File: src/sv/plet_pkg.sv
`timescale 1ns / 1ps
// shared constants, types and the microcode rom of the pose error tracker
// no dependencies; used by the interfaces, the top level and the checker
package plet_pkg;

    // field widths
    localparam int POS_W      = 32;
    localparam int QUAT_W     = 16;
    localparam int PERR_W     = 32;
    localparam int OERR_W     = 16;

    // smoothing factor format, Q0.ALPHA_BITS with one extra bit for 1.0
    localparam int ALPHA_BITS = 16;
    localparam int ALPHA_W    = ALPHA_BITS + 1;
    localparam int ALPHA_RST  = ((2 ** ALPHA_BITS) + 2) / 5;

    // configuration register indexes
    localparam int CFG_IDX_W = 2;
    localparam logic [CFG_IDX_W-1:0] CFG_POS_ALPHA = 2'd0;
    localparam logic [CFG_IDX_W-1:0] CFG_ORI_ALPHA = 2'd1;

    // datapath operations
    typedef logic [3:0] t_op;
    localparam t_op OP_NOP      = 4'd0;
    localparam t_op OP_IDLE     = 4'd1;
    localparam t_op OP_MUL_EMA  = 4'd2;
    localparam t_op OP_UPDATE   = 4'd3;
    localparam t_op OP_MUL_SQ   = 4'd4;
    localparam t_op OP_ACC      = 4'd5;
    localparam t_op OP_SQRT_GO  = 4'd6;
    localparam t_op OP_POS_SAVE = 4'd7;
    localparam t_op OP_OUT      = 4'd8;

    // sequencer jump conditions
    typedef logic [2:0] t_cond;
    localparam t_cond JMP_NEXT   = 3'd0;
    localparam t_cond JMP_ALWAYS = 3'd1;
    localparam t_cond JMP_NOREQ  = 3'd2;
    localparam t_cond JMP_BUSY   = 3'd3;
    localparam t_cond JMP_FULL   = 3'd4;

    // component selector: 0..2 position axes, 3..6 quaternion parts
    typedef logic [2:0] t_comp;
    localparam t_comp COMP_QUAT0   = 3'd3;
    localparam t_comp SQRT_SEL_POS = 3'd0;
    localparam t_comp SQRT_SEL_ORI = 3'd1;

    // square root iteration counts
    localparam int SQ_CNT_W = 6;
    localparam logic [SQ_CNT_W-1:0] SQRT_ITER_POS = 6'd32;
    localparam logic [SQ_CNT_W-1:0] SQRT_ITER_ORI = 6'd17;

    // program layout
    localparam int UC_ADDR_W = 6;
    typedef logic [UC_ADDR_W-1:0] t_uc_addr;
    localparam t_uc_addr UC_IDLE      = 6'd0;
    localparam t_uc_addr UC_POS_FIRST = 6'd1;
    localparam t_uc_addr UC_POS_LAST  = 6'd12;
    localparam t_uc_addr UC_POS_SQRT  = 6'd13;
    localparam t_uc_addr UC_POS_WAIT  = 6'd14;
    localparam t_uc_addr UC_POS_SAVE  = 6'd15;
    localparam t_uc_addr UC_ORI_FIRST = 6'd16;
    localparam t_uc_addr UC_ORI_LAST  = 6'd31;
    localparam t_uc_addr UC_ORI_SQRT  = 6'd32;
    localparam t_uc_addr UC_ORI_WAIT  = 6'd33;
    localparam t_uc_addr UC_OUT       = 6'd34;
    localparam t_uc_addr UC_LAST      = 6'd35;

    typedef struct packed {
        t_op      op;
        t_comp    comp;
        t_cond    cond;
        t_uc_addr target;
    } t_ucode;

    // four steps per vector component
    function automatic t_op comp_step_op(input logic [1:0] sel);
        t_op op;
        case (sel)
            2'd0:    op = OP_MUL_EMA;
            2'd1:    op = OP_UPDATE;
            2'd2:    op = OP_MUL_SQ;
            default: op = OP_ACC;
        endcase
        return op;
    endfunction

    function automatic t_ucode ucode_rom(input t_uc_addr addr);
        t_ucode   uc;
        t_uc_addr idx;
        uc  = '{op: OP_NOP, comp: '0, cond: JMP_NEXT, target: '0};
        idx = '0;
        case (addr) inside
            UC_IDLE: begin
                uc = '{op: OP_IDLE, comp: '0, cond: JMP_NOREQ, target: UC_IDLE};
            end
            [UC_POS_FIRST:UC_POS_LAST]: begin
                idx     = addr - UC_POS_FIRST;
                uc.op   = comp_step_op(idx[1:0]);
                uc.comp = t_comp'(idx[UC_ADDR_W-1:2]);
            end
            UC_POS_SQRT: begin
                uc.op   = OP_SQRT_GO;
                uc.comp = SQRT_SEL_POS;
            end
            UC_POS_WAIT: begin
                uc = '{op: OP_NOP, comp: '0, cond: JMP_BUSY, target: UC_POS_WAIT};
            end
            UC_POS_SAVE: begin
                uc.op = OP_POS_SAVE;
            end
            [UC_ORI_FIRST:UC_ORI_LAST]: begin
                idx     = addr - UC_ORI_FIRST;
                uc.op   = comp_step_op(idx[1:0]);
                uc.comp = t_comp'(idx[UC_ADDR_W-1:2]) + COMP_QUAT0;
            end
            UC_ORI_SQRT: begin
                uc.op   = OP_SQRT_GO;
                uc.comp = SQRT_SEL_ORI;
            end
            UC_ORI_WAIT: begin
                uc = '{op: OP_NOP, comp: '0, cond: JMP_BUSY, target: UC_ORI_WAIT};
            end
            UC_OUT: begin
                uc = '{op: OP_OUT, comp: '0, cond: JMP_FULL, target: UC_OUT};
            end
            UC_LAST: begin
                uc = '{op: OP_NOP, comp: '0, cond: JMP_ALWAYS, target: UC_IDLE};
            end
            default: begin
                uc = '{op: OP_NOP, comp: '0, cond: JMP_ALWAYS, target: UC_IDLE};
            end
        endcase
        return uc;
    endfunction

endpackage

File: src/sv/plet_ifs.sv
`timescale 1ns / 1ps
// valid/ready channel interfaces: pose request, error result, config write
// depends on plet_pkg for field widths
interface plet_pose_if;
    logic                              valid;
    logic                              ready;
    logic signed [plet_pkg::POS_W-1:0]  pos_x;
    logic signed [plet_pkg::POS_W-1:0]  pos_y;
    logic signed [plet_pkg::POS_W-1:0]  pos_z;
    logic signed [plet_pkg::QUAT_W-1:0] quat_x;
    logic signed [plet_pkg::QUAT_W-1:0] quat_y;
    logic signed [plet_pkg::QUAT_W-1:0] quat_z;
    logic signed [plet_pkg::QUAT_W-1:0] quat_w;

    modport source (output valid, pos_x, pos_y, pos_z, quat_x, quat_y, quat_z, quat_w,
                    input ready);
    modport sink   (input valid, pos_x, pos_y, pos_z, quat_x, quat_y, quat_z, quat_w,
                    output ready);
endinterface

interface plet_err_if;
    logic                        valid;
    logic                        ready;
    logic [plet_pkg::PERR_W-1:0] pos_err;
    logic [plet_pkg::OERR_W-1:0] ori_err;

    modport source (output valid, pos_err, ori_err, input ready);
    modport sink   (input valid, pos_err, ori_err, output ready);
endinterface

interface plet_cfg_if;
    logic                           valid;
    logic                           ready;
    logic [plet_pkg::CFG_IDX_W-1:0] addr;
    logic [plet_pkg::ALPHA_W-1:0]   data;

    modport source (output valid, addr, data, input ready);
    modport sink   (input valid, addr, data, output ready);
endinterface

File: src/sv/pose_lowpass_error_tracker.sv
`timescale 1ns / 1ps
// pose low-pass error tracker: microcoded datapath with shared multiplier and root unit
// depends on plet_pkg and the channel interfaces in plet_ifs
//
// Takes one pose request (Q16.16 position, Q2.14 quaternion), updates an exponential
// moving average of each vector with its own Q0.16 smoothing factor (values above 1.0
// act as 1.0, rounding is to nearest with ties upward), and returns the Euclidean
// distance of the sample from its new average for position and for orientation.
// Both averages start at zero; the factors reset to 0.2 (13107). The block handles one
// request at a time, from acceptance until the sequencer is back at its idle step; its
// work is done by one 33x33 multiplier used twice per vector component (7 components,
// 4 steps each) and a bit-serial square root (32 iterations for position, 17 for
// orientation). The result sits in an output register, so the next request is taken
// while it waits; if it has not been taken by the end of the next request, the
// sequencer holds on its output step. A position error beyond 32 bits reads as all
// ones, an orientation error beyond 16 bits as 65535. Config writes are ready outside reset.
module pose_lowpass_error_tracker (
    input  logic           i_clk,
    input  logic           i_rst_n,
    plet_pose_if.sink      i_pose,
    plet_err_if.source     o_err,
    plet_cfg_if.sink       i_cfg
);

    localparam int PROD_W = 66;
    localparam int ACC_W  = 66;
    localparam int MUL_W  = 33;
    localparam int REM_W  = 34;

    localparam logic [plet_pkg::ALPHA_W-1:0] ALPHA_ONE =
        {1'b1, {plet_pkg::ALPHA_BITS{1'b0}}};
    localparam logic [plet_pkg::ALPHA_W-1:0] ALPHA_RESET =
        plet_pkg::ALPHA_W'(plet_pkg::ALPHA_RST);
    localparam logic signed [PROD_W-1:0] EMA_HALF =
        PROD_W'(1) << (plet_pkg::ALPHA_BITS - 1);

    // sequencer
    logic [plet_pkg::UC_ADDR_W-1:0] r_pc;
    logic [plet_pkg::UC_ADDR_W-1:0] n_pc;
    plet_pkg::t_ucode               uc;

    // configuration
    logic [plet_pkg::ALPHA_W-1:0] r_pos_alpha;
    logic [plet_pkg::ALPHA_W-1:0] r_ori_alpha;

    // captured sample and running averages
    logic signed [plet_pkg::POS_W-1:0]  r_pos      [3];
    logic signed [plet_pkg::QUAT_W-1:0] r_quat     [4];
    logic signed [plet_pkg::POS_W-1:0]  r_avg_pos  [3];
    logic signed [plet_pkg::QUAT_W-1:0] r_avg_quat [4];

    // arithmetic registers
    logic signed [PROD_W-1:0] r_prod;
    logic [plet_pkg::POS_W-1:0] r_diff;
    logic [ACC_W-1:0]         r_acc;
    logic [plet_pkg::PERR_W-1:0] r_perr;

    // square root unit
    logic [63:0]                   r_sq_rad;
    logic [REM_W-1:0]              r_sq_rem;
    logic [31:0]                   r_sq_root;
    logic [plet_pkg::SQ_CNT_W-1:0] r_sq_cnt;

    // output register
    logic                        r_out_valid;
    logic [plet_pkg::PERR_W-1:0] r_out_perr;
    logic [plet_pkg::OERR_W-1:0] r_out_oerr;

    // datapath wires
    logic                              in_acc;
    logic                              out_free;
    logic                              sq_busy;
    logic                              is_pos;
    logic [1:0]                        qsel;
    logic signed [plet_pkg::POS_W-1:0] s_sel;
    logic signed [plet_pkg::POS_W-1:0] avg_sel;
    logic [plet_pkg::ALPHA_W-1:0]      a_raw;
    logic [plet_pkg::ALPHA_W-1:0]      a_eff;
    logic signed [MUL_W-1:0]           ema_d;
    logic signed [MUL_W-1:0]           mul_a;
    logic signed [MUL_W-1:0]           mul_b;
    logic signed [PROD_W-1:0]          mul_p;
    logic signed [PROD_W-1:0]          ema_inc;
    logic signed [MUL_W-1:0]           ema_new;
    logic signed [MUL_W-1:0]           err_s;
    logic signed [MUL_W-1:0]           err_neg;
    logic [plet_pkg::POS_W-1:0]        err_abs;
    logic [REM_W+1:0]                  sq_rem_sh;
    logic [REM_W+1:0]                  sq_trial;
    logic [REM_W+1:0]                  sq_rem_sub;

    assign uc       = plet_pkg::ucode_rom(r_pc);
    assign in_acc   = i_pose.valid && i_pose.ready;
    assign out_free = !r_out_valid || o_err.ready;
    assign sq_busy  = (r_sq_cnt != '0);

    assign i_pose.ready = i_rst_n && (uc.op == plet_pkg::OP_IDLE);
    assign i_cfg.ready  = i_rst_n;

    assign o_err.valid   = r_out_valid;
    assign o_err.pos_err = r_out_perr;
    assign o_err.ori_err = r_out_oerr;

    // component select: position axes first, then quaternion parts
    assign is_pos = (uc.comp < plet_pkg::COMP_QUAT0);
    assign qsel   = 2'(uc.comp - plet_pkg::COMP_QUAT0);

    always_comb begin
        if (is_pos) begin
            s_sel   = r_pos[uc.comp[1:0]];
            avg_sel = r_avg_pos[uc.comp[1:0]];
            a_raw   = r_pos_alpha;
        end else begin
            s_sel   = plet_pkg::POS_W'(r_quat[qsel]);
            avg_sel = plet_pkg::POS_W'(r_avg_quat[qsel]);
            a_raw   = r_ori_alpha;
        end
    end

    // a factor above one acts as exactly one
    assign a_eff = (a_raw > ALPHA_ONE) ? ALPHA_ONE : a_raw;
    assign ema_d = MUL_W'(s_sel) - MUL_W'(avg_sel);

    // shared multiplier: alpha times (sample - avg), or the error squared
    always_comb begin
        if (uc.op == plet_pkg::OP_MUL_SQ) begin
            mul_a = {1'b0, r_diff};
            mul_b = {1'b0, r_diff};
        end else begin
            mul_a = MUL_W'(a_eff);
            mul_b = ema_d;
        end
    end
    assign mul_p = PROD_W'(mul_a) * PROD_W'(mul_b);

    // new average = avg + round(alpha * (sample - avg)), result stays in range
    assign ema_inc = (r_prod + EMA_HALF) >>> plet_pkg::ALPHA_BITS;
    assign ema_new = MUL_W'(avg_sel) + ema_inc[MUL_W-1:0];
    assign err_s   = MUL_W'(s_sel) - ema_new;
    assign err_neg = -err_s;
    assign err_abs = err_s[MUL_W-1] ? err_neg[plet_pkg::POS_W-1:0]
                                    : err_s[plet_pkg::POS_W-1:0];

    // one restoring root step: bring down two radicand bits, try 4*root+1
    assign sq_rem_sh  = {r_sq_rem, r_sq_rad[63:62]};
    assign sq_trial   = {2'b00, r_sq_root, 2'b01};
    assign sq_rem_sub = sq_rem_sh - sq_trial;

    // next step of the program
    always_comb begin
        case (uc.cond)
            plet_pkg::JMP_NEXT:   n_pc = r_pc + 1'b1;
            plet_pkg::JMP_ALWAYS: n_pc = uc.target;
            plet_pkg::JMP_NOREQ:  n_pc = in_acc ? r_pc + 1'b1 : uc.target;
            plet_pkg::JMP_BUSY:   n_pc = sq_busy ? uc.target : r_pc + 1'b1;
            plet_pkg::JMP_FULL:   n_pc = out_free ? r_pc + 1'b1 : uc.target;
            default:              n_pc = uc.target;
        endcase
    end

    // control state, averages and configuration
    always_ff @(posedge i_clk) begin
        if (!i_rst_n) begin
            r_pc        <= plet_pkg::UC_IDLE;
            r_pos_alpha <= ALPHA_RESET;
            r_ori_alpha <= ALPHA_RESET;
            r_sq_cnt    <= '0;
            r_out_valid <= 1'b0;
            for (int k = 0; k < 3; k++) begin
                r_avg_pos[k] <= '0;
            end
            for (int k = 0; k < 4; k++) begin
                r_avg_quat[k] <= '0;
            end
        end else begin
            r_pc <= n_pc;

            if (i_cfg.valid && i_cfg.ready) begin
                case (i_cfg.addr)
                    plet_pkg::CFG_POS_ALPHA: r_pos_alpha <= i_cfg.data;
                    plet_pkg::CFG_ORI_ALPHA: r_ori_alpha <= i_cfg.data;
                    default: ;
                endcase
            end

            if (uc.op == plet_pkg::OP_UPDATE) begin
                if (is_pos) begin
                    r_avg_pos[uc.comp[1:0]] <= ema_new[plet_pkg::POS_W-1:0];
                end else begin
                    r_avg_quat[qsel] <= ema_new[plet_pkg::QUAT_W-1:0];
                end
            end

            // root unit counts down its iterations
            if (uc.op == plet_pkg::OP_SQRT_GO) begin
                r_sq_cnt <= (uc.comp == plet_pkg::SQRT_SEL_POS) ? plet_pkg::SQRT_ITER_POS
                                                                 : plet_pkg::SQRT_ITER_ORI;
            end else if (sq_busy) begin
                r_sq_cnt <= r_sq_cnt - 1'b1;
            end

            // output register: load on the output step, drop when taken
            if ((uc.op == plet_pkg::OP_OUT) && out_free) begin
                r_out_valid <= 1'b1;
            end else if (o_err.ready) begin
                r_out_valid <= 1'b0;
            end
        end
    end

    // payload registers
    always_ff @(posedge i_clk) begin
        if (in_acc) begin
            r_pos[0]  <= i_pose.pos_x;
            r_pos[1]  <= i_pose.pos_y;
            r_pos[2]  <= i_pose.pos_z;
            r_quat[0] <= i_pose.quat_x;
            r_quat[1] <= i_pose.quat_y;
            r_quat[2] <= i_pose.quat_z;
            r_quat[3] <= i_pose.quat_w;
        end

        case (uc.op)
            plet_pkg::OP_IDLE:     r_acc  <= '0;
            plet_pkg::OP_MUL_EMA:  r_prod <= mul_p;
            plet_pkg::OP_UPDATE:   r_diff <= err_abs;
            plet_pkg::OP_MUL_SQ:   r_prod <= mul_p;
            plet_pkg::OP_ACC:      r_acc  <= r_acc + {2'b00, r_prod[63:0]};
            plet_pkg::OP_POS_SAVE: begin
                // a sum of squares of 2^64 or more cannot root to 32 bits
                r_perr <= (r_acc[ACC_W-1:64] != '0) ? '1 : r_sq_root;
                r_acc  <= '0;
            end
            default: ;
        endcase

        if (uc.op == plet_pkg::OP_SQRT_GO) begin
            // orientation sum is at most 34 bits, left-justified for 17 steps
            r_sq_rad  <= (uc.comp == plet_pkg::SQRT_SEL_POS) ? r_acc[63:0]
                                                             : {r_acc[33:0], 30'd0};
            r_sq_rem  <= '0;
            r_sq_root <= '0;
        end else if (sq_busy) begin
            r_sq_rad <= {r_sq_rad[61:0], 2'b00};
            if (sq_rem_sh >= sq_trial) begin
                r_sq_rem  <= sq_rem_sub[REM_W-1:0];
                r_sq_root <= {r_sq_root[30:0], 1'b1};
            end else begin
                r_sq_rem  <= sq_rem_sh[REM_W-1:0];
                r_sq_root <= {r_sq_root[30:0], 1'b0};
            end
        end

        if ((uc.op == plet_pkg::OP_OUT) && out_free) begin
            r_out_perr <= r_perr;
            r_out_oerr <= (r_sq_root[31:16] != '0) ? '1 : r_sq_root[15:0];
        end
    end

endmodule

File: src/flat_wrapper.sv
// flat-port wrapper written by rule: the top's interface ports become plain ports
module pose_lowpass_error_tracker_flat 
  (i_clk, i_rst_n, i_pose_valid, i_pose_pos_x, i_pose_pos_y, i_pose_pos_z, i_pose_quat_x, i_pose_quat_y, i_pose_quat_z, i_pose_quat_w, i_pose_ready, o_err_valid, o_err_pos_err, o_err_ori_err, o_err_ready, i_cfg_valid, i_cfg_addr, i_cfg_data, i_cfg_ready);
  plet_pose_if i_pose_i ();
  plet_err_if o_err_i ();
  plet_cfg_if i_cfg_i ();
  input  logic i_clk;
  input  logic i_rst_n;
  input wire logic [$bits(i_pose_i.valid)-1:0] i_pose_valid;
  input wire logic [$bits(i_pose_i.pos_x)-1:0] i_pose_pos_x;
  input wire logic [$bits(i_pose_i.pos_y)-1:0] i_pose_pos_y;
  input wire logic [$bits(i_pose_i.pos_z)-1:0] i_pose_pos_z;
  input wire logic [$bits(i_pose_i.quat_x)-1:0] i_pose_quat_x;
  input wire logic [$bits(i_pose_i.quat_y)-1:0] i_pose_quat_y;
  input wire logic [$bits(i_pose_i.quat_z)-1:0] i_pose_quat_z;
  input wire logic [$bits(i_pose_i.quat_w)-1:0] i_pose_quat_w;
  output wire logic [$bits(i_pose_i.ready)-1:0] i_pose_ready;
  output wire logic [$bits(o_err_i.valid)-1:0] o_err_valid;
  output wire logic [$bits(o_err_i.pos_err)-1:0] o_err_pos_err;
  output wire logic [$bits(o_err_i.ori_err)-1:0] o_err_ori_err;
  input wire logic [$bits(o_err_i.ready)-1:0] o_err_ready;
  input wire logic [$bits(i_cfg_i.valid)-1:0] i_cfg_valid;
  input wire logic [$bits(i_cfg_i.addr)-1:0] i_cfg_addr;
  input wire logic [$bits(i_cfg_i.data)-1:0] i_cfg_data;
  output wire logic [$bits(i_cfg_i.ready)-1:0] i_cfg_ready;
  assign i_pose_i.valid = i_pose_valid;
  assign i_pose_i.pos_x = i_pose_pos_x;
  assign i_pose_i.pos_y = i_pose_pos_y;
  assign i_pose_i.pos_z = i_pose_pos_z;
  assign i_pose_i.quat_x = i_pose_quat_x;
  assign i_pose_i.quat_y = i_pose_quat_y;
  assign i_pose_i.quat_z = i_pose_quat_z;
  assign i_pose_i.quat_w = i_pose_quat_w;
  assign i_pose_ready = i_pose_i.ready;
  assign o_err_valid = o_err_i.valid;
  assign o_err_pos_err = o_err_i.pos_err;
  assign o_err_ori_err = o_err_i.ori_err;
  assign o_err_i.ready = o_err_ready;
  assign i_cfg_i.valid = i_cfg_valid;
  assign i_cfg_i.addr = i_cfg_addr;
  assign i_cfg_i.data = i_cfg_data;
  assign i_cfg_ready = i_cfg_i.ready;
  pose_lowpass_error_tracker u_core (.i_clk(i_clk), .i_rst_n(i_rst_n), .i_pose(i_pose_i), .o_err(o_err_i), .i_cfg(i_cfg_i));
endmodule
File: config.mk
export PLATFORM = sky130hd
export DESIGN_NAME = pose_lowpass_error_tracker_flat
export DESIGN_NICKNAME = d
export VERILOG_FILES = /design/src/sv/plet_pkg.sv /design/src/sv/plet_ifs.sv /design/src/sv/pose_lowpass_error_tracker.sv /design/src/flat_wrapper.sv
export SDC_FILE = /design/constraint.sdc
export NUM_CORES = 2
export LEC_CHECK = 0
export ABC_AREA = 1
export BUFFER_PORTS_ARGS = -buffer_cell sky130_fd_sc_hd__buf_2
export CAP_MARGIN = 20
export CORE_MARGIN = 1.5
export CORE_UTILIZATION = 30
export DETAILED_ROUTE_END_ITERATION = 10
export PLACE_DENSITY = 0.48
export SYNTH_ARGS = -nofsm -noshare
export SYNTH_HDL_FRONTEND = slang
export SYNTH_SLANG_ARGS = --single-unit
File: constraint.sdc
create_clock -name i_clk -period 13.6 [get_ports i_clk]
set_input_delay 2.72 -clock i_clk [delete_from_list [all_inputs] [get_ports i_clk]]
set_output_delay 2.72 -clock i_clk [all_outputs]
set_load 0.01 [all_outputs]
==> results.toml <==
[cts]
cts_num_sinks = 756
tritoncts = "built"
cts_made_buffers = 90
clk_latency_ps = 760
clk_path_buf_depth = 3
clk_pin_slew_ps = 60
cts_max_level = 3
cts-root-buf = "clkbuf_16"

[yosys]
synth_top_area_cell = "edfxtp_1"
synth-seq-cells = 756
synth_top_area_share_pct = 25.3
synth.area.top_cells = "edfxtp_1, fa_1, inv_1, nand2_1, ha_1"
synthTopCellsByCount = "inv_1, nand2_1, nor2_1, fa_1, edfxtp_1"
postSynthCellCount = 8919
syn_nets = 10500
synth-main-ff-cell = "edfxtp_1"
synth_cell_types = 69
synth.cell_area_mm2 = 0.0763
synth_edf_count = 643
yosys.cell_count.top_type = "inv_1"
ys_warn_count = 0
syn_area_per_cell_um2 = 8.56
async_flop_share_pct = 0
seq_area_frac_synth_pct = 28.3

[sta]
worst_pin_slew_ps = 1070
finClkSkew_ps = 56.4
fin_tns_setup_ps = 0
hold_viol = 0
post-route-period-util_pct = 93.9
rsz0062_at_grt = "false"
timing.final.crit_period_ps = 12770
slew_violations = 0
slew_headroom_pct = 28.1
setup_viol_count_final = 0
max_clock_freq_mhz = 78.3

[detailed_routing]
dr.max_layer_used = "met5"
routed_wl_um = 280000
vias = 62000
wl_per_cell_um = 22.3
drt_drc_violations_left = 0
drt-met1-wl_um = 123000
dr.pass1.iters = 7
drtIter0Drc = 5335
wl_met3_um = 17200
met2_length_um = 129000
postRouteAntennaNets = 0
viasPerCell = 4.93

[die]
die_w_um = 507
rows = 184
start_util_pct = 30.3
ios = 235
core_area_mm2 = 0.252
die_h_um = 507
die_area_mm2 = 0.257

[min_path]
hold_depth = 0
worstHoldEndpoint = "u_core.o_err.pos_err[15]$_DFFE_PP_"
hp-class = "register to register"
worstHoldStart = "u_core.r_perr[15]$_SDFFCE_PP1N_"

[outcome]
status = "finished clean"

[worst_setup_path]
critPathLaunchType = "register"
path_class = "register to register"
r2r_cells = 55
crit_path_end_kind = "register"
slowest_stage = "nand2_1"
critPathTopFamily = "adder cells"
worst_r2r_endpoint = "u_core.r_prod[60]$_DFFE_PP_"
cp_max_fo = 20
timing.rr.start = "u_core.r_pc[1]$_SDFF_PN0_"
cp_common_cell = "nand2_1"
crit_required_ps = 14090
reg2reg_slack_ps = 830
slowest_delay_ps = 600
crit_buf_inv = 12
cp.arrival_ps = 13250

[finish]
fin_area_mm2 = 0.0850
fill_cells = 26600
fin_cells = 12600
post-route-util_pct = 33.7
areaGrowthSynthToFinish_pct = 11.4
final_layout_size_suffix_gt1_share_pct = 7.38
finalNetCount = 10700

[grt]
grt_max_degree = 94
gr-total-overflow = 0
grt_pass1_vias = 63500
gr-usage-all-layers_pct = 21.6
grt_pass1_wl_um = 416000
grt_antenna_before_repair = 11

[job]
maxCapViolations = 0

[placed_design]
dpl_cell_area_mm2 = 0.0819
placed_cells = 12400
dpl.hpwl_um = 225000
finalWeightedCongestion = 1.03
port_buffers = 234
## final cells by class
cell class	instances	area (um2)	area share (%)
multi-input cells	6077	46800	55.1
flip-flops and latches	756	21600	25.4
inverters	1784	6710	7.90
well taps	3348	4190	4.93
repair buffers	422	2660	3.12
clock buffers	115	2400	2.82
clock inverters	51	596	0.701
diodes	16	40.0	0.0471
repair inverters	1	5.00	0.00589
## sequential cells by signal, summed over array words and instances (netlist names)
signal / count
u_core.r_acc: 66
u_core.r_pc: 6
u_core.o_err.valid: 1
u_core.o_err.pos_err: 32
u_core.r_sq_root: 32
u_core.o_err.ori_err: 16
u_core.r_sq_rad: 64
u_core.r_perr: 32
u_core.r_avg_quat: 64
u_core.r_pos_alpha: 17
u_core.r_quat: 64
u_core.r_diff: 32
u_core.r_ori_alpha: 17
u_core.r_pos: 96
u_core.r_sq_cnt: 6
u_core.r_sq_rem: 34
u_core.r_avg_pos: 113
u_core.r_prod: 64
## placed cells by master (no fill, tap or decap), drive strengths merged, types with 233 or more instances in the layout
cell type | Yosys | final
edfxtp | 643 | 643
nand3 | 233 | 233
fa | 932 | 932
inv | 1759 | 1761
o21ai | 454 | 454
ha | 496 | 496
nand2 | 1702 | 1702
buf | 85 | 422
a21oi | 536 | 536
nor2 | 1042 | 1042
## repair_timing
| action | CTS | global route |
|---|---|---|
| gates resized for setup | 0 | 20 |
| setup buffers | 0 | 4 |
| hold buffers | 0 | 0 |
| endpoints found under the setup margin | 0 | 22 |
## metrics by stage
step           hold slack (ps)  setup WS [ps]
6_report                   418            834
3_5_place_dp               405            478
2_1_floorplan              400           1160
4_1_cts                    419            410
3_3_place_gp               404            444
5_1_grt                    425           39.4
## worst max-delay path by stage
| stage | depth (start not counted) | start | slack (ps) | end |
|---|---|---|---|---|
| after floorplan | 69 | u_core.r_pc[0]$_SDFF_PN0_ | 1160 | u_core.r_prod[60]$_DFFE_PP_ |
| after global routing | 65 | u_core.r_pc[1]$_SDFF_PN0_ | 40 | u_core.r_prod[53]$_DFFE_PP_ |
| after CTS | 57 | u_core.r_pc[2]$_SDFF_PN0_ | 410 | u_core.r_prod[46]$_DFFE_PP_ |
| after global placement | 56 | u_core.r_pc[2]$_SDFF_PN0_ | 440 | u_core.r_prod[60]$_DFFE_PP_ |
| after detailed placement | 57 | u_core.r_pc[0]$_SDFF_PN0_ | 480 | u_core.r_prod[46]$_DFFE_PP_ |
| final | 55 | u_core.r_pc[1]$_SDFF_PN0_ | 830 | u_core.r_prod[60]$_DFFE_PP_ |
## worst register-to-register path, delay by kind of cell (launching register included)
| kind | cells | cell delay [ps] |
|---|---|---|
| adder cells (fa/ha/maj) | 12 | 4940 |
| AND/OR/NAND/NOR | 21 | 3620 |
| AO/OA/AOI/OAI | 9 | 2150 |
| buffers and inverters | 12 | 1300 |
| flip-flops | 1 | 400 |
| XOR/XNOR | 1 | 100 |
## cell families after synthesis
| logic type | count (synthesis) | share of synthesized area (%) |
|---|---|---|
| AND/OR/NAND/NOR | 3122 | 16.3 |
| multiplexers | 8 | 0.110 |
| buffers and inverters | 2086 | 10.5 |
| AO/OA/AOI/OAI | 1319 | 9.94 |
| XOR/XNOR | 200 | 2.30 |
| adder cells (fa/ha/maj) | 1428 | 32.6 |
| flip-flops | 756 | 28.3 |
## layer usage
metal,track usage [%],vias up
li1,-,28600
met1,29.2,31100
met2,35.1,1914
met3,3.39,411
met4,7.59,12
met5,0,-
Power is not shown: default switching activity piles up to over one toggle a cycle in this logic, so the estimate is an artifact.
